--- config.mk ---
export PLATFORM = sky130hd
export DESIGN_NAME = mids_queue
export DESIGN_NICKNAME = d
export VERILOG_FILES = /design/src/sv/mids_pkg.sv /design/src/sv/mids_queue.sv
export SDC_FILE = /design/constraint.sdc
export NUM_CORES = 1
export LEC_CHECK = 0
export BUFFER_PORTS_ARGS = -buffer_cell sky130_fd_sc_hd__buf_2
export CORE_MARGIN = 8
export CORE_UTILIZATION = 57
export CTS_CLUSTER_SIZE = 40
export DETAILED_ROUTE_END_ITERATION = 10
export HOLD_SLACK_MARGIN = 0.05
export PLACE_DENSITY_LB_ADDON = 0.05
export SYNTH_ARGS = -nofsm -noshare
export SYNTH_HDL_FRONTEND = slang
export SYNTH_SLANG_ARGS = --single-unit
--- constraint.sdc ---
create_clock -name clock -period 9 [get_ports clock]
set_input_delay 1.35 -clock clock [delete_from_list [all_inputs] [get_ports clock]]
set_output_delay 1.35 -clock clock [all_outputs]
set_load 0.01 [all_outputs]
--- src/sv/mids_pkg.sv ---
// Shared types and constants for the mesh index decode and sort block.
// Used by every module of the block; depends on nothing else.
package mids_pkg;

   // Depth of the queue between the front and back parts.
   localparam int QUEUE_DEPTH = 4;

   // Configuration register indexes.
   localparam logic [1:0] CSR_WIDE_CODES        = 2'd0;
   localparam logic [1:0] CSR_COMPRESSED_CODES  = 2'd1;
   localparam logic [1:0] CSR_NORTH_SOUTH_ORDER = 2'd2;

   typedef enum logic [1:0] {
      CMD_LOAD_VERTEX = 2'd0,
      CMD_PUSH_CODE   = 2'd1,
      CMD_SORT        = 2'd2,
      CMD_NONE        = 2'd3
   } cmd_type;

   typedef enum logic [1:0] {
      OP_VERTEX = 2'd0,
      OP_INDEX  = 2'd1,
      OP_SORT   = 2'd2
   } op_kind_type;

   typedef enum logic [2:0] {
      B_IDLE,
      B_LOAD_RD,
      B_LOAD_VX,
      B_LOAD_WR,
      B_SCAN_RD,
      B_SCAN_CMP,
      B_EMIT
   } back_state_type;

   typedef struct packed {
      logic [1:0]         cmd;
      logic [9:0]         vertex_addr;
      logic signed [15:0] vertex_u;
      logic signed [15:0] vertex_v;
      logic [31:0]        code_word;
   } req_type;

   typedef struct packed {
      logic signed [31:0] sorted_index;
      logic               last;
      logic               bad_index;
      logic               overflowed;
   } rsp_type;

   // One classified command travelling from front to back.
   typedef struct packed {
      op_kind_type        kind;
      logic [9:0]         addr;
      logic signed [15:0] u;
      logic signed [15:0] v;
      logic [31:0]        idx;
      logic               ovf;
   } op_type;

   // One entry of the sort buffer.
   typedef struct packed {
      logic [31:0]        idx;
      logic signed [15:0] key_a;
      logic signed [15:0] key_b;
      logic               bad;
   } sort_entry_type;

endpackage

--- src/sv/mids_queue.sv ---
// Short first-in first-out queue of classified commands.
// Depends on mids_pkg; sits between mids_front and mids_back.
module mids_queue import mids_pkg::*; (
   input  logic   clock,
   input  logic   reset,
   input  logic   push,
   input  op_type push_op,
   input  logic   pop,
   output op_type head,
   output logic   empty,
   output logic   full
);

   localparam int PTR_W = $clog2(QUEUE_DEPTH);

   op_type           slot_ff [QUEUE_DEPTH];
   logic [PTR_W-1:0] wr_ff, wr_in, rd_ff, rd_in;
   logic [PTR_W:0]   cnt_ff, cnt_in;

   assign empty = (cnt_ff == '0);
   assign full  = (cnt_ff == (PTR_W+1)'(QUEUE_DEPTH));
   assign head  = slot_ff[rd_ff];

   // Pointer and fill count update.
   always_comb begin
      wr_in  = wr_ff + PTR_W'(push);
      rd_in  = rd_ff + PTR_W'(pop);
      cnt_in = cnt_ff + (PTR_W+1)'(push) - (PTR_W+1)'(pop);
   end

   always_ff @(posedge clock) begin
      if (reset) begin
         wr_ff  <= '0;
         rd_ff  <= '0;
         cnt_ff <= '0;
      end else begin
         wr_ff  <= wr_in;
         rd_ff  <= rd_in;
         cnt_ff <= cnt_in;
      end
   end

   always_ff @(posedge clock) begin
      if (push) begin
         slot_ff[wr_ff] <= push_op;
      end
   end

endmodule

Word level (Yosys, flattened, before mapping):

Memories as Yosys holds them, arrays and structs flattened. A register that Yosys moved wholly into a read port is not among the register bits.
Index checks and enable logic that the tools add are counted.

* logic and storage cells: 13
* register bits: 7
* output and inout port bits: 79
* RAM bits: 308
* memories: 1
* bits of input ports: 81

* mux-type cells: 3
* reduce and logical (&&, ||, !) cells: 1
* equal/unequal tests: 1
* add/subtract/negate cells: 4

Memories
* slot_ff: depth 4, bits a word 77, read ports 1, clocked after Yosys merged registers in 1, write ports 1, line mids_queue.sv:16 `op_type slot_ff [QUEUE_DEPTH];`

Operators by type and width (number)
* 2-bit by 1-bit adder with 2-bit output: 2
* 3-bit by 1-bit adder with 3-bit output: 1
* 3-bit equality test (second input constant): 1
* 3-bit zero test: 1
* 3-bit by 1-bit subtractor with 3-bit output: 1
* 1-bit 2-to-1 mux: 2
* 2-bit 2-to-1 mux: 1

Logic depth before layout (Yosys ltp):

Gate-level depths: netlist of run 1.

* depth after elaboration: 2
* depth in mapped cells: 7
* mapped depth without buffers: 7

Least setup slack after synthesis of run 1:

Ideal clock, no wire load.

* path kind: input to register
* start: input push
* end: memory slot_ff[0][0] (netlist name) (enable)
* slack: 1.478 ns
* stages on the path: 1
* buffers on the path: 0
* data arrival time: 6.900 ns
* library setup time: 0.622 ns
* required time: 8.378 ns
* cell sequence: nor3b_1

* cells in the longest elaborated chain, start to end: 2

Ends and longest elaborated chain
* from (decl): line mids_queue.sv:6 `input logic push,`
* 1-bit 2-to-1 mux: line mids_queue.sv:44 `if (push) begin`
* 1-bit 2-to-1 mux (implied by the code): line mids_queue.sv:45 `slot_ff[wr_ff] <= push_op;`
* to (decl): line mids_queue.sv:16

Every way passes these cells.

==> results.yml, run 1 <==
worst_setup_path:
  reg2regPathDepth: 3
  critPathKind: "flip-flop to output pin"
  cell_by_cell_listing_of_the_critical_path: "buf_4 > mux4_2 > buf_2"
  critical_path.max_stage_delay_ns: 0.89
  timing.rr.end: "slot_ff[2][29]"
  worstPathRequired_ns: 7.65
  worst-r2r-setup-slack_ns: 6.82
  start_kind: "flip-flop"
  worst_path_max_delay_cell: "sky130_fd_sc_hd__buf_4"
  setup.worst_path.end_class: "output pin"
  reg2reg_from: "wr_ff[1]"
  worst_ep_arrival_time_ns: 3.01
  worst_path_dominant_cell_family: "buffers and inverters"
  crit_path_buffers_inverters: 2
  crit_fanout: 50
routing:
  drtIter0Drc: 322
  drc_errors: 0
  wl_per_cell_um: 23.2
  routed-via-count: 5132
  vias_per_cell: 5.63
  first_pass_iters: 6
  finalWirelength_mm: 21.1
  route.antenna.remaining_nets: 0
synth:
  postSynthCellCount: 436
  synth-xor-area-share_pct: 0.360
  yosys_register_bits: 315
  synthTopCellsByArea: "sky130_fd_sc_hd__edfxtp_1, sky130_fd_sc_hd__mux4_2, sky130_fd_sc_hd__dfxtp_1"
  average_cell_area_after_synthesis_um2: 26.3
  post_synth_and_or_nand_nor_area_fraction_pct: 0.676
  synth_top_family_by_area: "multiplexers"
  synth_mux_area_share_pct: 15.1
  share_of_the_yosys_chip_area_belonging_to_registers_pct: 81.8
  synth_largest_area_cell: "sky130_fd_sc_hd__edfxtp_1"
  netlist.area_leader.share_pct: 80.6
  mappedNetlistArea_um2: 11500
  synth_compound_gate_area_share_pct: 0
  synth_fa_ha_area_share_pct: 0.610
  post_synth_num_cell_types: 20
  syn_warnings: 0
  syn_nets: 522
power_and_ir_drop:
  sw_frac_of_total_pct: 21.6
  pwr-share-seq_pct: 54.2
  p_clk_share_pct: 36.3
  total_net_switching_power_mw: 0.683
  total_power_mw: 3.17
  leakagePower_nw: 4.52
  p_comb_share_pct: 9.5
  internal-power_mw: 2.48
  p_per_area_nw_per_um2: 236
  irDropWorstVdd_v: 0.000172
clock_tree:
  hold_buffers: 0
  cts-resized-gates: 0
  cts_inserted_buffers: 31
  post_cts.repair.setup_buffers: 0
  clock_sinks: 315
  max_h_tree_level: 1
  cts_tree: "done"
  cts_root_buf: "sky130_fd_sc_hd__clkbuf_16"
  clkLatencyLatePin_ns: 0.54
  clk_transition_reported_paths_ns: 0.06
  clock_tree.buffer_depth: 3
grt:
  antenna_violations_before_repair: 7
  global_route.usage.met1_pct: 22.4
  total_global_routing_track_utilization_pct: 17.4
  grt_first_pass_wirelength_mm: 32.4
  first_global_vias: 5674
  maximum_number_of_pins_on_one_net_before_global_route_repair: 66
  globalRouteMet3Util_pct: 5.05
  global_route.usage.met2_pct: 28.7
  overflow: 0
  top_usage_layer: "met2"
timing:
  max_slew_margin_pct: 31.6
  final_report_setup_violation_count: 0
  timing.setup.tns_ns: 0
  slew_violations: 0
  setup_repair_after_global_routing_missed_its_margin: "false"
  max_clock_freq_mhz: 229
  fin_skew_ns: 0.0111
  min_period_over_period_pct: 48.4
  finalWorstPathRequiredPeriod_ns: 4.36
  worst_slack_ns: 4.64
  hold_slack_ns: 0.594
  worst_pin_slew_ns: 1.03
  hold_violations: 0
layout:
  post_route_cells_drive_above_1_share_pct: 44.9
  post-route-cell-area_um2: 13400
  area.growth.synth_to_final_pct: 17.1
  layout.nets: 703
  area_of_the_multi_input_gates_um2: 1940
  fillers: 1296
  final_cell_count_no_fill: 911
  final_core_utilization_pct: 67.3
  register_cell_area_after_layout_um2: 9400
place:
  place.port_buffers: 159
  detailedPlace.worstSlack_ns: 5.06
  detailed_place_hpwl_mm: 12.5
  gp_congestion: 0.686
  post_dp_cell_area_um2: 12500
  placedCellCount: 854
die:
  fp.dieH_um: 158
  starting_density_of_the_core_pct: 57.5
  placementRows: 52
  design.portCount: 160
  fp.coreArea_um2: 20000
  die_area_um2: 24900
  die_w_um: 158
worst_hold_path:
  worst_hold_path.num_cells: 2
  hold-path-endpoint: "wr_ff[1]"
  holdCritStartpoint: "wr_ff[1]"
  hold_path_class: "flip-flop to flip-flop"
run:
  max_cap_violations: 0
outcome:
  status: "completed"
==> cell usage in the layout (no fill, tap or decap), drive strengths merged <==
| master | instances |
|---|---|
| nor3 | 1 |
| nor2b | 4 |
| inv | 4 |
| edfxtp | 308 |
| nor2 | 4 |
| buf | 166 |
| nor3b | 1 |
| diode | 2 |
| fa | 1 |
| mux4 | 77 |
| dfxtp | 7 |
| and3 | 2 |
| xnor2 | 2 |
| and3b | 1 |
| clkinv | 16 |
| bufinv | 1 |
| nand2 | 1 |
| clkbuf | 38 |
| xor3 | 1 |
| ha | 4 |
==> worst max path at each step <==
stage | start | end | cells past startpoint
finish | rd_ff[0] | head[51] | 3
global placement | rd_ff[0] | head[43] | 3
global route | rd_ff[0] | head[51] | 3
floorplan | push | slot_ff[0][0] | 1
CTS | rd_ff[0] | head[43] | 3
detailed placement | rd_ff[0] | head[43] | 3
==> area by class of cell <==
type	instances	area share [%]
antenna	2	0.0372
tap	270	2.51
timing repair buffer	166	6.31
clock inverter	17	0.726
sequential	315	69.9
inverter	4	0.112
clock buffer	38	5.96
multi-input combinational	99	14.5
==> worst register-to-register path, delay by kind of cell (launching register included) <==
family | cells | cell delay, ns
buf+inv | 1 | 0.84
simple gates | 2 | 0.48
flops | 1 | 0.42
==> metal layers <==
| layer | vias to the layer above | share of wire [%] |
|---|---|---|
| met2 | 162 | 50 |
| met1 | 2675 | 41 |
| li1 | 2240 | - |
| met3 | 45 | 7.8 |
| met4 | 10 | 1.9 |
| met5 | - | 0.31 |
==> kinds of logic after synthesis <==
| kind of cell | Yosys count |
|---|---|
| XOR/XNOR | 3 |
| adder cells (fa/ha/maj) | 5 |
| buffers and inverters | 22 |
| flip-flops | 315 |
| multiplexers | 77 |
| AND/OR/NAND/NOR | 14 |
==> power by group through the flow <==
stage	combinational [mW]	sequential, mW	clock (mW)
after floorplan	0.199	1.74	0
final	0.301	1.72	1.15
after detailed placement	0.309	1.75	0
after CTS	0.311	1.72	1.18
after global placement	0.304	1.74	0
after global routing	0.328	1.72	1.23
==> flip-flops by register name (all words and copies together), names as in the netlist <==
| name | cells |
|---|---|
| rd_ff | 2 |
| slot_ff | 308 |
| wr_ff | 2 |
| cnt_ff | 3 |
==> cell usage after synthesis <==
cell type                    n
sky130_fd_sc_hd__and3_1      2
sky130_fd_sc_hd__and3b_1     1
sky130_fd_sc_hd__buf_12      4
sky130_fd_sc_hd__buf_2       8
sky130_fd_sc_hd__buf_4       1
sky130_fd_sc_hd__buf_6       1
sky130_fd_sc_hd__clkbuf_1    4
sky130_fd_sc_hd__dfxtp_1     7
sky130_fd_sc_hd__edfxtp_1  308
sky130_fd_sc_hd__fa_1        1
sky130_fd_sc_hd__ha_1        4
sky130_fd_sc_hd__inv_1       4
sky130_fd_sc_hd__mux4_2     77
sky130_fd_sc_hd__nand2_1     1
sky130_fd_sc_hd__nor2_1      4
sky130_fd_sc_hd__nor2b_1     4
sky130_fd_sc_hd__nor3_1      1
sky130_fd_sc_hd__nor3b_1     1
sky130_fd_sc_hd__xnor2_1     2
sky130_fd_sc_hd__xor3_1      1
No activity file was read; power rests on OpenSTA's default activity.
==> run 2: changes to the inputs <==
==> constraint.sdc (replaced) <==
create_clock -name clock -period 4.4 [get_ports clock]
set_input_delay 0.66 -clock clock [delete_from_list [all_inputs] [get_ports clock]]
set_output_delay 0.66 -clock clock [all_outputs]
set_load 0.01 [all_outputs]
==> run 2 against run 1 <==
Critical path type unchanged. Non-clock buffer count up 3. Worst hold slack lost 0.26 ns. Die area unchanged. First-iteration DRC count down 2.5%. Utilization increased by 0.34 points. Cell count up 0.33%. Register-to-register slack got worse by 4.5 ns.
==> results.yml, run 2 (synthesis results as in run 1) <==
clock_tree:
  cts_inserted_buffers: 31
  max_h_tree_level: 1
  clk_transition_reported_paths_ns: 0.06
  clock_sinks: 315
  cts_tree: "done"
  post_cts.repair.setup_buffers: 0
  cts_root_buf: "sky130_fd_sc_hd__clkbuf_16"
  hold_buffers: 0
  clock_tree.buffer_depth: 3
  clkLatencyLatePin_ns: 0.53
  cts-resized-gates: 0
timing:
  finalWorstPathRequiredPeriod_ns: 3.21
  hold_slack_ns: 0.336
  worst_slack_ns: 1.19
  timing.setup.tns_ns: 0
  setup_repair_after_global_routing_missed_its_margin: "false"
  slew_violations: 0
  max_clock_freq_mhz: 312
  final_report_setup_violation_count: 0
  min_period_over_period_pct: 72.9
  worst_pin_slew_ns: 0.930
  hold_violations: 0
  max_slew_margin_pct: 37.9
  fin_skew_ns: 0.00507
layout:
  final_cell_count_no_fill: 914
  max_flop_register: "slot_ff"
  post_route_cells_drive_above_1_share_pct: 45.2
  layout_commonest_cell: "sky130_fd_sc_hd__edfxtp_1"
  top_regs: "slot_ff x308, cnt_ff x3"
  largest_reg_flops: 308
  layout.nets: 706
  post-route-cell-area_um2: 13500
  final_core_utilization_pct: 67.7
  area.growth.synth_to_final_pct: 17.7
  final_cell_mix: "sky130_fd_sc_hd__edfxtp_1, sky130_fd_sc_hd__buf_2, sky130_fd_sc_hd__mux4_2, sky130_fd_sc_hd__clkbuf_16, sky130_fd_sc_hd__clkbuf_1"
grt:
  first_global_vias: 5603
  antenna_violations_before_repair: 4
  global_route.usage.met1_pct: 21.1
  globalRouteMet3Util_pct: 4.59
  total_global_routing_track_utilization_pct: 16.9
  global_route.usage.met2_pct: 29.3
  maximum_number_of_pins_on_one_net_before_global_route_repair: 66
  top_usage_layer: "met2"
  grt_first_pass_wirelength_mm: 31.5
  overflow: 0
routing:
  wl_per_cell_um: 22.8
  routed-via-count: 5087
  finalWirelength_mm: 20.8
  drtIter0Drc: 314
  route.antenna.remaining_nets: 0
  first_pass_iters: 4
  drc_errors: 0
  vias_per_cell: 5.57
die:
  die_w_um: 158
  fp.coreArea_um2: 20000
  fp.dieH_um: 158
  starting_density_of_the_core_pct: 57.5
  placementRows: 52
  design.portCount: 160
  die_area_um2: 24900
power_and_ir_drop:
  irDropWorstVdd_v: 0.000327
  leakagePower_nw: 4.55
  p_per_area_nw_per_um2: 480
  total_power_mw: 6.49
worst_setup_path:
  cell_by_cell_listing_of_the_critical_path: "buf_4 > mux4_2 > buf_2"
  worstPathRequired_ns: 3.74
  crit_fanout: 36
  worst_ep_arrival_time_ns: 2.55
  worst_path_max_delay_cell: "sky130_fd_sc_hd__dfxtp_4"
  start_kind: "flip-flop"
  setup.worst_path.end_class: "output pin"
  critical_path.max_stage_delay_ns: 0.85
  critPathKind: "flip-flop to output pin"
place:
  gp_congestion: 0.694
  post_dp_cell_area_um2: 12600
  detailed_place_hpwl_mm: 12.8
  placedCellCount: 857
  place.port_buffers: 159
  detailedPlace.worstSlack_ns: 1.68
worst_hold_path:
  hold_path_class: "input pin to flip-flop"
run:
  max_cap_violations: 0
outcome:
  status: "completed"
run 2: cell count changes in the layout (fill, tap and decap cells not counted):
cell / before / now
sky130_fd_sc_hd__buf_12: 0 / 3
sky130_fd_sc_hd__clkbuf_1: 7 / 9
sky130_fd_sc_hd__clkinv_1: 10 / 8
sky130_fd_sc_hd__clkinv_2: 6 / 5
sky130_fd_sc_hd__clkinvlp_4: 0 / 1
sky130_fd_sc_hd__nor3b_2: 1 / 0
sky130_fd_sc_hd__nor3b_4: 0 / 1
run 2: critical path: cells and delay by family, from the launching register on:
family	cells	cell delay, ns
flip-flops	1	0.85
multiplexers	1	0.57
buffers and inverters	2	0.58
run 2: path summary, 6_finish.rpt:
kind	from	to	slack, ns	depth (start not counted)
setup / recovery	rd_ff[0]	head[19]	1.19	3
setup reg to reg	wr_ff[0]	slot_ff[0][25]	2.37	2
hold / removal	push_op[17]	slot_ff[1][17]	0.34	1
hold reg to reg	wr_ff[1]	wr_ff[1]	0.60	2
run 2: cell type report:
cell class | instances | area [µm²]
Inverter | 4 | 15.0
Tap cell | 270 | 338
Timing Repair Buffer | 169 | 908
Clock inverter | 15 | 92.6
Sequential cell | 315 | 9400
Multi-Input combinational cell | 99 | 1950
Fill cell | 1290 | 6460
Clock buffer | 40 | 810
Antenna cell | 2 | 5.00
run 2: where the power goes:
group	switching [mW]	total, mW	internal, mW
logic	0.325	0.629	0.304
registers	0.0617	3.51	3.45
clock network	1.01	2.35	1.34
total	1.39	6.49	5.09
run 2: layer usage:
layer	share of wire (%)	vias up
li1	-	2250
met1	40	2652
met2	51	142
met3	7.2	35
met4	1.4	8
met5	0.22	-
==> run 3: changes to the inputs <==
--- a/config.mk
+++ b/config.mk
@@ -7,7 +7,7 @@
 export LEC_CHECK = 0
 export BUFFER_PORTS_ARGS = -buffer_cell sky130_fd_sc_hd__buf_2
 export CORE_MARGIN = 8
-export CORE_UTILIZATION = 57
+export CORE_UTILIZATION = 51
 export CTS_CLUSTER_SIZE = 40
 export DETAILED_ROUTE_END_ITERATION = 10
 export HOLD_SLACK_MARGIN = 0.05
==> constraint.sdc (replaced) <==
create_clock -name clock -period 2.7 [get_ports clock]
set_input_delay 0.405 -clock clock [delete_from_list [all_inputs] [get_ports clock]]
set_output_delay 0.405 -clock clock [all_outputs]
set_load 0.01 [all_outputs]
==> run 3 against run 2 <==
Register-to-register slack got worse by 1.3 ns. Sequential power increased by 62%. Power increased by 62%. Sequential share of layout area decreased by 0.75 points. Wire length increased by 0.92%. Highest routed layer unchanged.
==> results.yml, run 3 (synthesis results as in run 1) <==
timing:
  slew_violations: 0
  fin_skew_ns: 0.0133
  hold_violations: 0
  setup_repair_after_global_routing_missed_its_margin: "false"
  min_period_over_period_pct: 90.4
  max_slew_margin_pct: 54.7
  worst_pin_slew_ns: 0.679
  final_report_setup_violation_count: 0
  worst_slack_ns: 0.259
  finalWorstPathRequiredPeriod_ns: 2.44
  max_clock_freq_mhz: 410
layout:
  largest_reg_flops: 308
  max_flop_register: "slot_ff"
  post-route-cell-area_um2: 13700
  post_route_cells_drive_above_1_share_pct: 45.4
  layout_commonest_cell: "sky130_fd_sc_hd__edfxtp_1"
  final_cell_mix: "sky130_fd_sc_hd__edfxtp_1, sky130_fd_sc_hd__buf_2, sky130_fd_sc_hd__mux4_2, sky130_fd_sc_hd__clkbuf_16, sky130_fd_sc_hd__clkinv_1"
  layout.nets: 716
  top_regs: "slot_ff x308, cnt_ff x3"
  area.growth.synth_to_final_pct: 19.0
clock_tree:
  cts-resized-gates: 0
  clock_sinks: 315
  clock_tree.buffer_depth: 3
  cts_inserted_buffers: 31
  max_h_tree_level: 1
  cts_tree: "done"
  clkLatencyLatePin_ns: 0.54
  cts_root_buf: "sky130_fd_sc_hd__clkbuf_16"
  clk_transition_reported_paths_ns: 0.06
routing:
  route.antenna.remaining_nets: 0
  wl_per_cell_um: 22.4
  vias_per_cell: 5.48
  drtIter0Drc: 253
  first_pass_iters: 4
  drc_errors: 0
  finalWirelength_mm: 21.0
  routed-via-count: 5136
die:
  starting_density_of_the_core_pct: 51.3
  fp.coreArea_um2: 22400
  fp.dieH_um: 166
  die_area_um2: 27600
  die_w_um: 166
  placementRows: 55
  design.portCount: 160
power_and_ir_drop:
  leakagePower_nw: 4.60
  p_per_area_nw_per_um2: 767
  irDropWorstVdd_v: 0.000627
  total_power_mw: 10.5
run:
  max_cap_violations: 0
place:
  gp_congestion: 0.685
  place.port_buffers: 159
  detailedPlace.worstSlack_ns: 0.599
  post_dp_cell_area_um2: 12700
  detailed_place_hpwl_mm: 13.1
grt:
  overflow: 0
  total_global_routing_track_utilization_pct: 15.4
  maximum_number_of_pins_on_one_net_before_global_route_repair: 57
  grt_first_pass_wirelength_mm: 33.0
  first_global_vias: 5834
  antenna_violations_before_repair: 2
worst_setup_path:
  critPathKind: "flip-flop to output pin"
  worst_ep_arrival_time_ns: 2.04
  worstPathRequired_ns: 2.30
  crit_fanout: 23
  setup.worst_path.end_class: "output pin"
  start_kind: "flip-flop"
outcome:
  status: "completed"
worst_hold_path:
  hold_path_class: "input pin to flip-flop"
==> run 3: cell types whose count changed in the layout (fill, tap and decap cells not counted), sizes merged <==
cell	before	now
dlygate4sd3	0	4
clkbuf	40	39
buf	169	175
clkinv	13	15
bufinv	1	0
diode	2	1
==> run 3: repair_timing <==
item	CTS	global route
setup buffers	0	1
hold buffers	4	0
endpoints found under the hold margin	12	0
setup endpoints to repair	0	27
==> run 3: cell type report <==
type                            count  area, µm²
Sequential cell                   315       9400
Fill cell                        1580       8700
Multi-Input combinational cell     99       1950
Timing Repair Buffer              179       1060
Clock buffer                       39        806
Tap cell                          285        357
Clock inverter                     16       71.3
Inverter                            4       15.0
Antenna cell                        1       2.50
==> run 3: final timing paths <==
check	from	endpoint	slack, ns	depth (start not counted)
worst max register to register	wr_ff[0]	slot_ff[3][56]	1.07	2
worst max-delay path	rd_ff[0]	head[27]	0.26	3
worst min register to register	wr_ff[1]	wr_ff[1]	0.61	2
worst min-delay path	push_op[17]	slot_ff[0][17]	0.08	1
==> run 3: routing by layer <==
layer / wire (µm) / vias to the layer above / GRT usage [%] / part of all wire [%]
met4: 429 / 4 / 4.23 / 2.0
li1: - / 2269 / - / -
met2: 10400 / 129 / 26.4 / 50
met5: 25 / - / 0 / 0.12
met1: 8730 / 2694 / 19.0 / 42
met3: 1390 / 40 / 4.42 / 6.6
==> run 3: power breakdown <==
part           switching, mW  internal (mW)
sequential            0.0765           5.62
combinational          0.553          0.522
clock                   1.62           2.09
total                   2.25           8.23
==> run 3: worst max-delay path: stages, from the launching register on <==
cell	delay, ns
sky130_fd_sc_hd__dfxtp_4	0.53
sky130_fd_sc_hd__buf_12	0.27
sky130_fd_sc_hd__mux4_2	0.54
sky130_fd_sc_hd__buf_2	0.16
==> run 3: stage by stage <==
step	setup TNS [ns]	util, %	hold WS [ns]	instances
after global placement	0	56.9	0.589	877
after global routing	0	61.1	0.0533	937
final	0	61.1	0.0767	938
after CTS	0	61.0	0.0506	936
after detailed placement	0	56.9	0.597	877
after floorplan	-9.48	-	0.477	436
