`src/sv/mids_pkg.sv`:
```
// Shared types and constants for the mesh index decode and sort block.
// Used by every module of the block; depends on nothing else.
package mids_pkg;

   // Depth of the queue between the front and back parts.
   localparam int QUEUE_DEPTH = 4;

   // Configuration register indexes.
   localparam logic [1:0] CSR_WIDE_CODES        = 2'd0;
   localparam logic [1:0] CSR_COMPRESSED_CODES  = 2'd1;
   localparam logic [1:0] CSR_NORTH_SOUTH_ORDER = 2'd2;

   typedef enum logic [1:0] {
      CMD_LOAD_VERTEX = 2'd0,
      CMD_PUSH_CODE   = 2'd1,
      CMD_SORT        = 2'd2,
      CMD_NONE        = 2'd3
   } cmd_type;

   typedef enum logic [1:0] {
      OP_VERTEX = 2'd0,
      OP_INDEX  = 2'd1,
      OP_SORT   = 2'd2
   } op_kind_type;

   typedef enum logic [2:0] {
      B_IDLE,
      B_LOAD_RD,
      B_LOAD_VX,
      B_LOAD_WR,
      B_SCAN_RD,
      B_SCAN_CMP,
      B_EMIT
   } back_state_type;

   typedef struct packed {
      logic [1:0]         cmd;
      logic [9:0]         vertex_addr;
      logic signed [15:0] vertex_u;
      logic signed [15:0] vertex_v;
      logic [31:0]        code_word;
   } req_type;

   typedef struct packed {
      logic signed [31:0] sorted_index;
      logic               last;
      logic               bad_index;
      logic               overflowed;
   } rsp_type;

   // One classified command travelling from front to back.
   typedef struct packed {
      op_kind_type        kind;
      logic [9:0]         addr;
      logic signed [15:0] u;
      logic signed [15:0] v;
      logic [31:0]        idx;
      logic               ovf;
   } op_type;

   // One entry of the sort buffer.
   typedef struct packed {
      logic [31:0]        idx;
      logic signed [15:0] key_a;
      logic signed [15:0] key_b;
      logic               bad;
   } sort_entry_type;

endpackage

```
`src/sv/mids_front.sv`:
```
// Front part: accepts commands, decodes index codes and classifies each beat.
// Depends on mids_pkg; feeds mids_queue.
module mids_front import mids_pkg::*; #(
   parameter int MAX_VERTICES = 1024,
   parameter int MAX_INDICES  = 64
) (
   input  logic    clock,
   input  logic    reset,
   input  logic    accept,
   input  req_type req,
   input  logic    wide_codes,
   input  logic    compressed_codes,
   output logic    push,
   output op_type  op
);

   localparam int CNT_W = $clog2(MAX_INDICES + 1);

   logic [31:0]      hw_ff, hw_in;
   logic [CNT_W-1:0] cnt_ff, cnt_in;
   logic             ovf_ff, ovf_in;
   logic [31:0]      code;

   // Code word as seen in the current width mode.
   assign code = wide_codes ? req.code_word : {16'b0, req.code_word[15:0]};

   // Classify the beat and track the run state.
   always_comb begin
      hw_in  = hw_ff;
      cnt_in = cnt_ff;
      ovf_in = ovf_ff;
      push   = 1'b0;
      op     = '0;
      op.addr = req.vertex_addr;
      op.u    = req.vertex_u;
      op.v    = req.vertex_v;
      op.ovf  = ovf_ff;
      if (compressed_codes) begin
         op.idx = hw_ff - code;
      end else begin
         op.idx = wide_codes ? req.code_word : {{16{req.code_word[15]}}, req.code_word[15:0]};
      end
      if (accept) begin
         unique case (cmd_type'(req.cmd))
            CMD_LOAD_VERTEX: begin
               op.kind = OP_VERTEX;
               push = (32'(req.vertex_addr) < 32'(MAX_VERTICES));
            end
            CMD_PUSH_CODE: begin
               op.kind = OP_INDEX;
               if (cnt_ff < CNT_W'(MAX_INDICES)) begin
                  push   = 1'b1;
                  cnt_in = cnt_ff + 1'b1;
                  if (compressed_codes && code == 32'd0) begin
                     hw_in = hw_ff + 32'd1;
                  end
               end else begin
                  ovf_in = 1'b1;
               end
            end
            CMD_SORT: begin
               op.kind = OP_SORT;
               push   = 1'b1;
               hw_in  = '0;
               cnt_in = '0;
               ovf_in = 1'b0;
            end
            CMD_NONE: begin
               op.kind = OP_SORT;
            end
            default: begin
               op.kind = OP_SORT;
            end
         endcase
      end
   end

   always_ff @(posedge clock) begin
      if (reset) begin
         hw_ff  <= '0;
         cnt_ff <= '0;
         ovf_ff <= 1'b0;
      end else begin
         hw_ff  <= hw_in;
         cnt_ff <= cnt_in;
         ovf_ff <= ovf_in;
      end
   end

endmodule

```
`config.mk`:
```
export PLATFORM = sky130hd
export DESIGN_NAME = mids_front
export DESIGN_NICKNAME = d
export VERILOG_FILES = /design/src/sv/mids_pkg.sv /design/src/sv/mids_front.sv
export SDC_FILE = /design/constraint.sdc
export NUM_CORES = 1
export LEC_CHECK = 0
export BUFFER_PORTS_ARGS = -buffer_cell sky130_fd_sc_hd__buf_2
export CORE_ASPECT_RATIO = 0.8
export CORE_UTILIZATION = 29
export DETAILED_ROUTE_END_ITERATION = 16
export SETUP_SLACK_MARGIN = 0.3
export SYNTH_ARGS = -nofsm -noshare
export SYNTH_HDL_FRONTEND = slang
export SYNTH_SLANG_ARGS = --single-unit
export TNS_END_PERCENT = 50
```
`constraint.sdc`:
```
create_clock -name clock -period 3.06 [get_ports clock]
set_input_delay 0 -clock clock [delete_from_list [all_inputs] [get_ports clock]]
set_output_delay 0 -clock clock [all_outputs]
set_load 0.01 [all_outputs]
```
**Word-level counts from Yosys, hierarchy flattened**

Cells that the tools add are included.

- Word-level logic and storage cells: 37
- Output and inout port bits: 78
- Flip-flop bits (word level): 40
- Input bits: 81

- Muxes and demuxes: 15
- Order comparisons: 1
- Reduce and logical (&&, ||, !) cells: 9
- Add/subtract/negate cells: 3
- Equality and inequality tests: 6

Operator list:

| cell | number |
|---|---|
| $mux 32 | 5 |
| $pmux 32 s2 | 1 |
| $add 32x1->32 const B | 1 |
| $logic_not 32->1 | 1 |
| $sub 32x32->32 | 1 |
| $pmux 7 s2 | 1 |
| $add 7x1->7 const B | 1 |
| $lt 7x7->1 const B | 1 |
| $mux 7 | 1 |
| $ne 2x2->1 const B | 3 |
| $pmux 2 s3 | 1 |
| $reduce_and 3->1 | 2 |
| $eq 2x2->1 const B | 2 |
| $pmux 1 s2 | 2 |
| $reduce_and 4->1 | 1 |
| $reduce_or 2->1 | 2 |
| $mux 1 | 3 |
| $eq 2x1->1 const B | 1 |
| $logic_not 2->1 | 1 |
| $mux 2 | 1 |
| $reduce_bool 2->1 | 1 |
| $logic_and 1x1->1 | 1 |

**Longest topological paths before layout**

Gate-level depths: netlist (run 1).

- Depth in word-level cells: 6
- Gate-level depth with buffers: 13
- Gate-level depth less buffers: 11

**Worst setup path before layout (run 1)**

OpenSTA, ideal clock, no wires.

- Path kind: input port to output port
- From: in wide_codes
- To: out op[32] (netlist bit)
- Path slack: 0.368 ns
- Required time: 3.060 ns
- Data arrival time: 2.692 ns
- Stages on the path: 13
- Buffers on the path: 3
- Cells stage by stage: clkbuf_1 > buf_1 > nand2_1 > ha_1 > clkbuf_1 > nand2_1 > nor4_2 > nand2_1 > a31oi_1 > a211oi_1 > o31ai_1 > o221ai_1 > a211oi_1

RTL lines:

| what | RTL line | source |
|---|---|---|
| start: declaration | mids_front.sv:11 | `input logic wide_codes,` |
| end: declaration | mids_front.sv:14 | `output op_type op` |

==> reports/results.txt, run 1 <==
full die area - 16100 µm²
Final Instance Area - 5530 µm²
Total GRT Usage - 0.159
commonest non-fill, non-tap cells in the layout - buf_2, nand2_1, nor2_1
post-synth top area share - 0.177
Ys Warns - 0
HPWL after DPL - 10100 µm
Max stage delay on crit path - 420 ps
CP max stage cell - dfxtp_1
Setup CP Type - register to output pin
share of layout cells above drive strength 1 - 0.290
clk slew on worst S/H paths - 60 ps
total length of routed wires - 13200 µm
synthesized flop and latch total - 40
sequential share of the synthesized area - 0.177
Pins Over Slew Limit - 0
FP Rows - 40
Vias - 4514
Num CTS Buffers - 5
crit-path max FO - 4
worst ir drop on vdd - 207 µV
f_max - 353 MHz
n_diodes - 0
fin crit share - 0.926
Lkg Pwr - 0.00227 µW
die width - 142 µm
core area - 15100 µm²
port buffer count - 74
post-place instance area - 4780 µm²
layout net count - 778
max_cap viols - 0
DRC - 0
gpl congestion - 0.950
Routed WL per cell - 15.2 µm
worst-path cell chain - ha_1 -> a21oi_1 -> nor2_1 -> o311a_1 -> or3_4 -> a21oi_4 -> mux2i_2 -> a211oi_2 -> buf_2
IO Count - 159
first drt pass iteration count - 4
Final Hold Vio Count - 0
setup TNS - 0 ps
HP Class - input pin to output pin
Clk Latency, worst-skew pair - 280 ps
status - complete, no violations
async set-reset flop share out of synthesis - 0
worst setup margin - 227 ps
Power Dens Cells - 258 nW/µm²
average vias per placed instance - 5.17
Critical Path AT - 2830 ps
Setup-failing EPs final - 0
CTS tree - built
largest net degree at the start of global routing - 53
P&R area growth vs syn - 22.1%
Critical Path Sink Type - output pin
syn_nets - 737
placed cells - 847
initial antenna violation count - 0
Synth area leaders - dfxtp_1, ha_1, buf_4, nand2_1, a21oi_1
Post-Syn Area - 4530 µm²
Req. time, crit path - 3060 ps
H-tree Lvls - 2
Synth Flop Type - dfxtp_1
most common cell after layout, fill and taps aside - buf_2
minimum clock period - 2830 ps
Setup crit start kind - register
root buffer cell - clkbuf_16
EDFF count, synth - 0
pre-CTS setup slack - 188 ps
ANT nets after route - 0
Slew headroom - 0.619
Max Root-Sink Buffers - 2
Syn Inst Count - 621
Initial Utilization - 0.299
# clock sinks - 40
Non-Filler Instances - 873
die height - 114 µm
slew of the pin with the lowest slew margin - 570 ps
global-route wire length before repair - 20500 µm
unrepaired setup endpoints after global routing - true
vias in the first global route - 4005
hold slack final - 0.00444 ps
initial DRC count - 334
synth unique cells - 64
Avg Inst Size Synth - 7.29 µm²
aggregate global routing overflow - 0
Fin Clk Skew - 8.28 ps
most area-hungry cell type in the Yosys netlist - dfxtp_1
[logic make-up after synthesis]
family          synth area share
simple gates               0.251
compound gates             0.248
xor+xnor                  0.0890
flops                      0.177
buf+inv                    0.128
fa+ha+maj                 0.0984
mux                      0.00885
[per-stage QoR]
stage / total power (µW) / util
5_1_grt: 1490 / 0.366
2_1_floorplan: 796 / -
6_report: 1420 / 0.366
3_5_place_dp: 858 / 0.316
4_1_cts: 1420 / 0.349
3_3_place_gp: 858 / 0.316
[flip-flops by register name, indices dropped and copies added, names as in the netlist]
name and count:
ovf_ff 1, cnt_ff 7, hw_ff 32
[path summary, 6_finish.rpt]
path                            slack, ps      from  depth (start not counted)   endpoint
worst max-delay path                  230  hw_ff[6]                          9     op[30]
worst min-delay path                0.004   req[40]                          0     op[41]
worst max register to register        700  hw_ff[4]                          8  hw_ff[31]
worst min register to register        470    ovf_ff                          2     ovf_ff
[what timing repair did]
item | in CTS | in global routing
pin swaps | 21 | 27
setup buffers | 7 | 10
setup endpoints to repair | 20 | 17
hold buffers | 1 | 0
gates resized for setup | 57 | 41
endpoints found under the hold margin | 5 | 0
[Yosys cell counts, types with 3 or more instances]
library cell,n
a211oi_1,14
a21o_1,18
a21oi_1,44
a21oi_2,3
a22oi_1,3
a31oi_1,5
a41oi_1,5
and2_1,8
and3_1,14
and4_1,3
buf_4,43
buf_6,4
clkbuf_1,15
dfxtp_1,40
ha_1,34
inv_1,35
mux2i_1,4
nand2_1,60
nand2b_1,4
nand3_1,19
nand3b_1,3
nand4_1,11
nor2_1,54
nor2b_1,7
nor3_1,6
nor4_1,7
o2111ai_1,3
o211ai_1,6
o21a_1,7
o21ai_0,38
o31ai_1,6
or3_1,13
xnor2_1,21
xor2_1,25
[critical path: cells and delay by family (launching register included)]
| family | cells | cell delay (ps) |
|---|---|---|
| fa+ha+maj | 1 | 300 |
| buf+inv | 1 | 160 |
| simple gates | 2 | 500 |
| mux | 1 | 250 |
| compound gates | 4 | 920 |
| flops | 1 | 420 |
[per-layer routing]
metal  GRT usage  vias to the layer above  routed length [µm]
met4      0.0509                        0                 320
li1            -                     2268                   -
met5           0                        -                   0
met1       0.227                     2099                6470
met3      0.0197                       26                 543
met2       0.247                      121                5910
[area by class of cell]
| cell class | count | area [µm²] |
|---|---|---|
| timing repair buffer | 101 | 582 |
| fill | 1592 | 9590 |
| clock buffer | 6 | 139 |
| sequential | 40 | 828 |
| clock inverter | 2 | 15.0 |
| multi-input combinational | 479 | 3570 |
| inverter | 35 | 131 |
| tap | 210 | 263 |
[report_power, final]
| part | switching, µW | internal [µW] |
|---|---|---|
| clock | 209 | 324 |
| sequential | 1.59 | 520 |
| combinational | 221 | 149 |
| total | 431 | 993 |
Power figures use the tool's default switching activity.
==> run 2: changes to the inputs <==
- ABC_AREA: unset -> 1
- CORE_MARGIN: unset -> 1.5
- clock period: 3.06 -> 3.1 ns (I/O delays scaled with it)
==> run 2 against run 1 <==
- sequential share of layout area decreased by 2.4 points
- core utilization decreased by 4.6 points
- combinational power increased by 5%
- largest power group unchanged
- via count increased by 46%
- largest cell class unchanged
- critical endpoint is now op[21]
- clock-buffer cell count increased by 2
- cell area increased by 15%
- clock skew decreased by 0.89 ps
- sequential cell count unchanged
- wire length increased by 46%
==> reports/results.txt, run 2 <==
root buffer cell - clkbuf_16
Initial Utilization - 0.298 (-0.00127)
RR Endpoint - hw_ff[28]
post-synth top area share - 0.282 (+0.105)
initial DRC count - 499 (+49%)
EDFF count, synth - 0 (unchanged)
reg2reg setup slack - 1110 ps (+410 ps)
Post-Syn Area - 5950 µm² (+32%)
Ys Warns - 0 (unchanged)
syn_nets - 1243 (+69%)
Vias - 6578 (+46%)
unrepaired setup endpoints after global routing - false
grt met3 use - 0.0458 (+0.0260)
Synth Flop Type - dfxtp_1
Num CTS Buffers - 5 (unchanged)
CP max stage cell - fa_1
vias in the first global route - 5838 (+46%)
P&R area growth vs syn - 7.19%
RR Startpoint - hw_ff[1]
first drt pass iteration count - 7 (+3)
aggregate global routing overflow - 0 (unchanged)
FP Rows - 46 (+15%)
HP Class - input pin to output pin
core area - 20000 µm² (+32%)
Final Hold Vio Count - 0 (unchanged)
crit-path max FO - 4 (unchanged)
Clk Latency, worst-skew pair - 290 ps (about the same)
pre-CTS setup slack - 803 ps (+614 ps)
Slew headroom - 0.522 (-0.0970)
n_diodes - 0 (unchanged)
total length of routed wires - 19300 µm (+46%)
most common cell in the netlist - nand2_1
setup TNS - 0 ps (unchanged)
Routed WL per cell - 13.7 µm (-9.9%)
Critical Path Sink Type - output pin
DRC - 0 (unchanged)
Total GRT Usage - 0.181 (+0.0222)
most common cell after layout, fill and taps aside - nand2_1
sequential share of the synthesized area - 0.134 (-0.0425)
Syn Inst Count - 1127 (+81%)
status - complete, no violations
switching share of power - 0.333 (+0.0305)
Setup-failing EPs final - 0 (unchanged)
Max stage delay on crit path - 360 ps (-60 ps)
CTS resizes - 0 (-100%)
Setup crit start kind - register
top cells by count, synth - nand2_1, inv_1, nor2_1, nand3_1, buf_4
most area-hungry cell type in the Yosys netlist - nand2_1
FF-to-FF path depth - 12 (+4)
synth unique cells - 33 (-48%)
minimum clock period - 2560 ps
full die area - 21400 µm² (+33%)
H-tree Lvls - 2 (unchanged)
async set-reset flop share out of synthesis - 0 (unchanged)
Synth area leaders - nand2_1, dfxtp_1, inv_1, nor2_1, ha_1
initial antenna violation count - 0 (unchanged)
CTS tree - built
synthesized flop and latch total - 40 (unchanged)
gpl congestion - 1.02 (+7.3%)
slew of the pin with the lowest slew margin - 717 ps (+147 ps)
Int Power - 961 µW (-3.2%)
grt met1 use - 0.276 (+0.0490)
# Post-CTS Setup Buffers - 0 (-7)
clk slew on worst S/H paths - 60 ps (about the same)
port buffer count - 74 (unchanged)
ANT nets after route - 0 (unchanged)
Lkg Pwr - 0.00336 µW (+48%)
Avg Inst Size Synth - 5.28 µm² (-28%)
min-delay src - req[61]
Req. time, crit path - 3100 ps (+40 ps)
Switch Pwr - 480 µW (+11%)
max_cap viols - 0 (unchanged)
worst ir drop on vdd - 188 µV (-9.4%)
Critical Path AT - 2560 ps (-270 ps)
Comb pwr share - 0.269 (+0.010)
HPWL after DPL - 15800 µm (+57%)
Sequential Power Share - 0.358 (-0.008)
met2 Use GR - 0.251 (+0.00421)
commonest non-fill, non-tap cells in the layout - nand2_1, inv_1, nor2_1
hold slack final - 0.00327 ps (-0.00116 ps)
WHS Endpoint - op[62]
fin crit share - 0.824
worst-path cell chain - inv_1 -> ha_1 -> fa_1 -> inv_1 -> nand3_1 -> nand3_1 -> nand2_1 -> nand3_1 -> nand2_1 -> nand2_1 -> nor2_1 -> o21ai_0 -> buf_2
Clk pwr share - 0.372 (-0.002)
largest net degree at the start of global routing - 32 (-40%)
share of layout cells above drive strength 1 - 0.107 (-0.183)
layout net count - 1266 (+63%)
die height - 131 µm (+15%)
number of flip-flops in the largest register - 32 (unchanged)
GR peak layer - met1
Pins Over Slew Limit - 0 (unchanged)
# hold bufs at CTS - 0 (-1)
Power Dens Cells - 226 nW/µm² (-12%)
Fin Clk Skew - 7.39 ps (-0.888 ps)
Max Root-Sink Buffers - 2 (unchanged)
worst setup margin - 544 ps (+317 ps)
global-route wire length before repair - 30800 µm (+50%)
largest registers - hw_ff (32), cnt_ff (7), ovf_ff (1)
IO Count - 159 (unchanged)
die width - 163 µm (+15%)
Setup CP Type - register to output pin
f_max - 391 MHz
# clock sinks - 40 (unchanged)
hold depth - 0 (unchanged)
average vias per placed instance - 4.65 (-10%)
Largest Register - hw_ff
run 2: worst max path at each step:
| stage | startpoint | end | slack [ps] | depth (start not counted) |
|---|---|---|---|---|
| floorplan | hw_ff[0] | op[21] | 1270 | 12 |
| global placement | wide_codes | op[25] | 800 | 13 |
| detailed placement | wide_codes | op[29] | 800 | 13 |
| CTS | hw_ff[0] | op[21] | 550 | 13 |
| global route | hw_ff[0] | op[29] | 340 | 14 |
| finish | hw_ff[0] | op[21] | 540 | 13 |
run 2: layout make-up:
class,count,area (µm²)
inverter,181,684
timing repair buffer,77,393
multi-input combinational,845,4030
fill,2312,13600
tap,264,330
sequential,40,801
clock buffer,8,146
run 2: layer usage:
layer  up-vias  share of wire  wire, µm
met5         -              0         0
met4         0          0.013       246
met3        21          0.097      1870
met2       232           0.39      7460
met1      2878           0.51      9770
li1       3447              -         -
run 2: power groups by stage:
stage          clock (µW)  sequential (µW)  combinational (µW)
2_1_floorplan           0              528                 304
3_3_place_gp            0              528                 383
3_5_place_dp            0              528                 384
4_1_cts               545              517                 385
5_1_grt               570              516                 432
6_report              537              517                 388
run 2: stage by stage:
step,instance area (µm²),std cells,power (µW),util
2_1_floorplan,5950,1127,832,-
3_3_place_gp,6240,1407,911,0.312
3_5_place_dp,6240,1407,912,0.312
4_1_cts,6380,1415,1450,0.320
5_1_grt,6380,1415,1520,0.320
6_report,6380,1415,1440,0.320
run 2: kinds of logic (layout without fill, tap and decap cells):
logic type               after synthesis  in the layout  synth area share
buffers and inverters                242            266             0.189
XOR/XNOR                              23             23            0.0338
adder cells (fa/ha/maj)               35             35            0.0748
AND/OR/NAND/NOR                      698            698             0.482
AO/OA/AOI/OAI                         89             89            0.0857
flip-flops                            40             40             0.134
run 2: critical path: cells and delay by family (launching register included):
family                     cells  cell delay (ps)
buffers and inverters          3              410
adders and majority gates      2              580
and+or+nand+nor                7              700
DFF                            1              350
AOI/OAI and AO/OA              1              240
==> run 3: changes to the inputs <==
- ABC_AREA: 1 -> 0
- clock period: 3.1 -> 2.4 ns (I/O delays scaled with it)
==> run 3 against run 2 <==
- the flow now finishes with violations (negative setup slack)
- clock-buffer cell count down 1
- largest cell class unchanged
- critical path type unchanged
- power up 42%
- non-clock buffer count up 102
- cell count down 33%
==> reports/results.txt, run 3 (synthesis results as in run 1) <==
setup TNS - -4300 ps (-4300 ps)
minimum clock period - 2790 ps
initial DRC count - 220 (-56%)
FP Rows - 40 (-13%)
share of layout cells above drive strength 1 - 0.394 (+0.287)
Slew headroom - 0.625 (+0.103)
IO Count - 159 (unchanged)
ANT nets after route - 0 (unchanged)
Max Root-Sink Buffers - 2 (unchanged)
FF-to-FF path depth - 9 (-3)
hold depth - 0 (unchanged)
grt met1 use - 0.250 (-0.0262)
vias in the first global route - 4481 (-23%)
min-delay src - req[48]
crit-path max FO - 3 (-1)
layout net count - 856 (-32%)
largest net degree at the start of global routing - 30 (-6.3%)
Largest Register - hw_ff
max_cap viols - 0 (unchanged)
total length of routed wires - 14200 µm (-26%)
CTS tree - built
GR peak layer - met2
largest registers - hw_ff (32), cnt_ff (7), ovf_ff (1)
slew of the pin with the lowest slew margin - 561 ps (-156 ps)
CP max stage cell - or3_4
CP bufs+invs - 1 (-2)
Lkg Pwr - 0.00276 µW (-18%)
Power Dens Cells - 325 nW/µm² (+44%)
Final Hold Vio Count - 0 (unchanged)
reg2reg setup slack - 310 ps (-800 ps)
P&R area growth vs syn - 39.3%
worst setup margin - -393 ps (-937 ps)
port buffer count - 74 (unchanged)
Setup-failing EPs final - 21 (+21)
delay-heaviest family, CP - compound AO/OA/AOI/OAI gates
die height - 115 µm (-13%)
Non-Filler Instances - 951 (-33%)
HP Class - input pin to output pin
number of flip-flops in the largest register - 32 (unchanged)
placed cells - 931 (-34%)
RR Startpoint - hw_ff[9]
Pins Over Slew Limit - 0 (unchanged)
gpl congestion - 0.886 (-13%)
met2 Use GR - 0.281 (+0.0297)
H-tree Lvls - 2 (unchanged)
Setup crit start kind - register
f_max - 358 MHz
Initial Utilization - 0.299 (+0.00127)
fill cell total of the finished layout - 1551 (-33%)
core area - 15100 µm² (-24%)
unrepaired setup endpoints after global routing - true
failing checks - negative setup slack
fin crit share - 1.16
clk slew on worst S/H paths - 60 ps (about the same)
most common cell after layout, fill and taps aside - buf_4
initial antenna violation count - 0 (unchanged)
Critical Path Sink Type - output pin
cell depth of the worst setup path - 10 (-3)
HPWL after DPL - 11300 µm (-29%)
global-route wire length before repair - 22600 µm (-26%)
root buffer cell - clkbuf_16
first drt pass iteration count - 5 (-2)
average vias per placed instance - 4.99 (+7.3%)
DRC - 0 (unchanged)
Clk Latency, worst-skew pair - 290 ps (about the same)
WHS Endpoint - op[49]
pre-CTS setup slack - -141 ps (-944 ps)
Vias - 4744 (-28%)
Num CTS Buffers - 5 (unchanged)
Total GRT Usage - 0.176 (-0.00545)
n_diodes - 0 (unchanged)
Critical Path AT - 2790 ps (+230 ps)
Max stage delay on crit path - 390 ps (+30 ps)
Fin Clk Skew - 7.72 ps (+0.323 ps)
full die area - 16400 µm² (-24%)
Routed WL per cell - 15.0 µm (+9.4%)
Req. time, crit path - 2400 ps (-700 ps)
grt met3 use - 0.0275 (-0.0183)
worst ir drop on vdd - 268 µV (+43%)
Setup CP Type - register to output pin
RR Endpoint - hw_ff[24]
worst-path cell chain - ha_4 -> a21oi_4 -> o21ai_2 -> a211o_1 -> o311a_1 -> or3_4 -> a21oi_1 -> xor2_1 -> a22oi_2 -> buf_2
commonest non-fill, non-tap cells in the layout - buf_4, buf_2, nand2_1
status - complete, but fails checks
aggregate global routing overflow - 0 (unchanged)
die width - 143 µm (-13%)
# clock sinks - 40 (unchanged)
-- run 3: worst max path at each step --
stage                          start  endpoint  slack [ps]
final                       hw_ff[8]    op[22]        -390
after global routing        hw_ff[8]    op[26]        -470
after CTS                   hw_ff[8]    op[26]        -380
after detailed placement    hw_ff[0]    op[31]        -140
after global placement      hw_ff[0]    op[31]        -100
after floorplan           wide_codes    op[32]         150
-- run 3: worst reg2reg max path: cells and delay by family (launching register included) --
family / cells / cell delay (ps)
AO/OA/AOI/OAI: 1 / 110
buffers and inverters: 3 / 460
flip-flops: 1 / 360
AND/OR/NAND/NOR: 5 / 1080
-- run 3: power breakdown --
part	internal, µW	total (µW)	switching, µW
registers	665	667	1.99
clock network	548	840	292
logic	233	540	307
total	1450	2050	601
-- run 3: per-stage QoR --
stage | util | power (µW) | hold slack, ps | cell area [µm²]
after detailed placement | 0.373 | 1180 | 0.0686 | 5640
after global placement | 0.373 | 1180 | 0.0686 | 5640
after floorplan | - | 1040 | 91.8 | 4780
final | 0.417 | 2050 | 0.00390 | 6300
after global routing | 0.417 | 2140 | 0.0151 | 6300
after CTS | 0.408 | 2050 | 0.0686 | 6160
-- run 3: final cells by class --
class / count / area [µm²] / share of cell area
multi-input cells: 479 / 3720 / 0.590
well taps: 210 / 263 / 0.0417
clock buffers: 7 / 153 / 0.0242
flip-flops and latches: 40 / 817 / 0.130
repair buffers: 179 / 1190 / 0.189
inverters: 35 / 131 / 0.0208
clock inverters: 1 / 30.0 / 0.00476
-- run 3: metal layers --
layer | share of wire | vias up
li1 | - | 2418
met5 | 0 | -
met2 | 0.43 | 124
met4 | 0.0083 | 0
met3 | 0.047 | 11
met1 | 0.51 | 2191
-- run 3: repair_timing --
item,CTS,global route
resized for setup,56,25
setup buffers,7,4
hold endpoints to repair,6,0
hold buffers,1,0
endpoints found under the setup margin,31,45
pin swaps,33,16
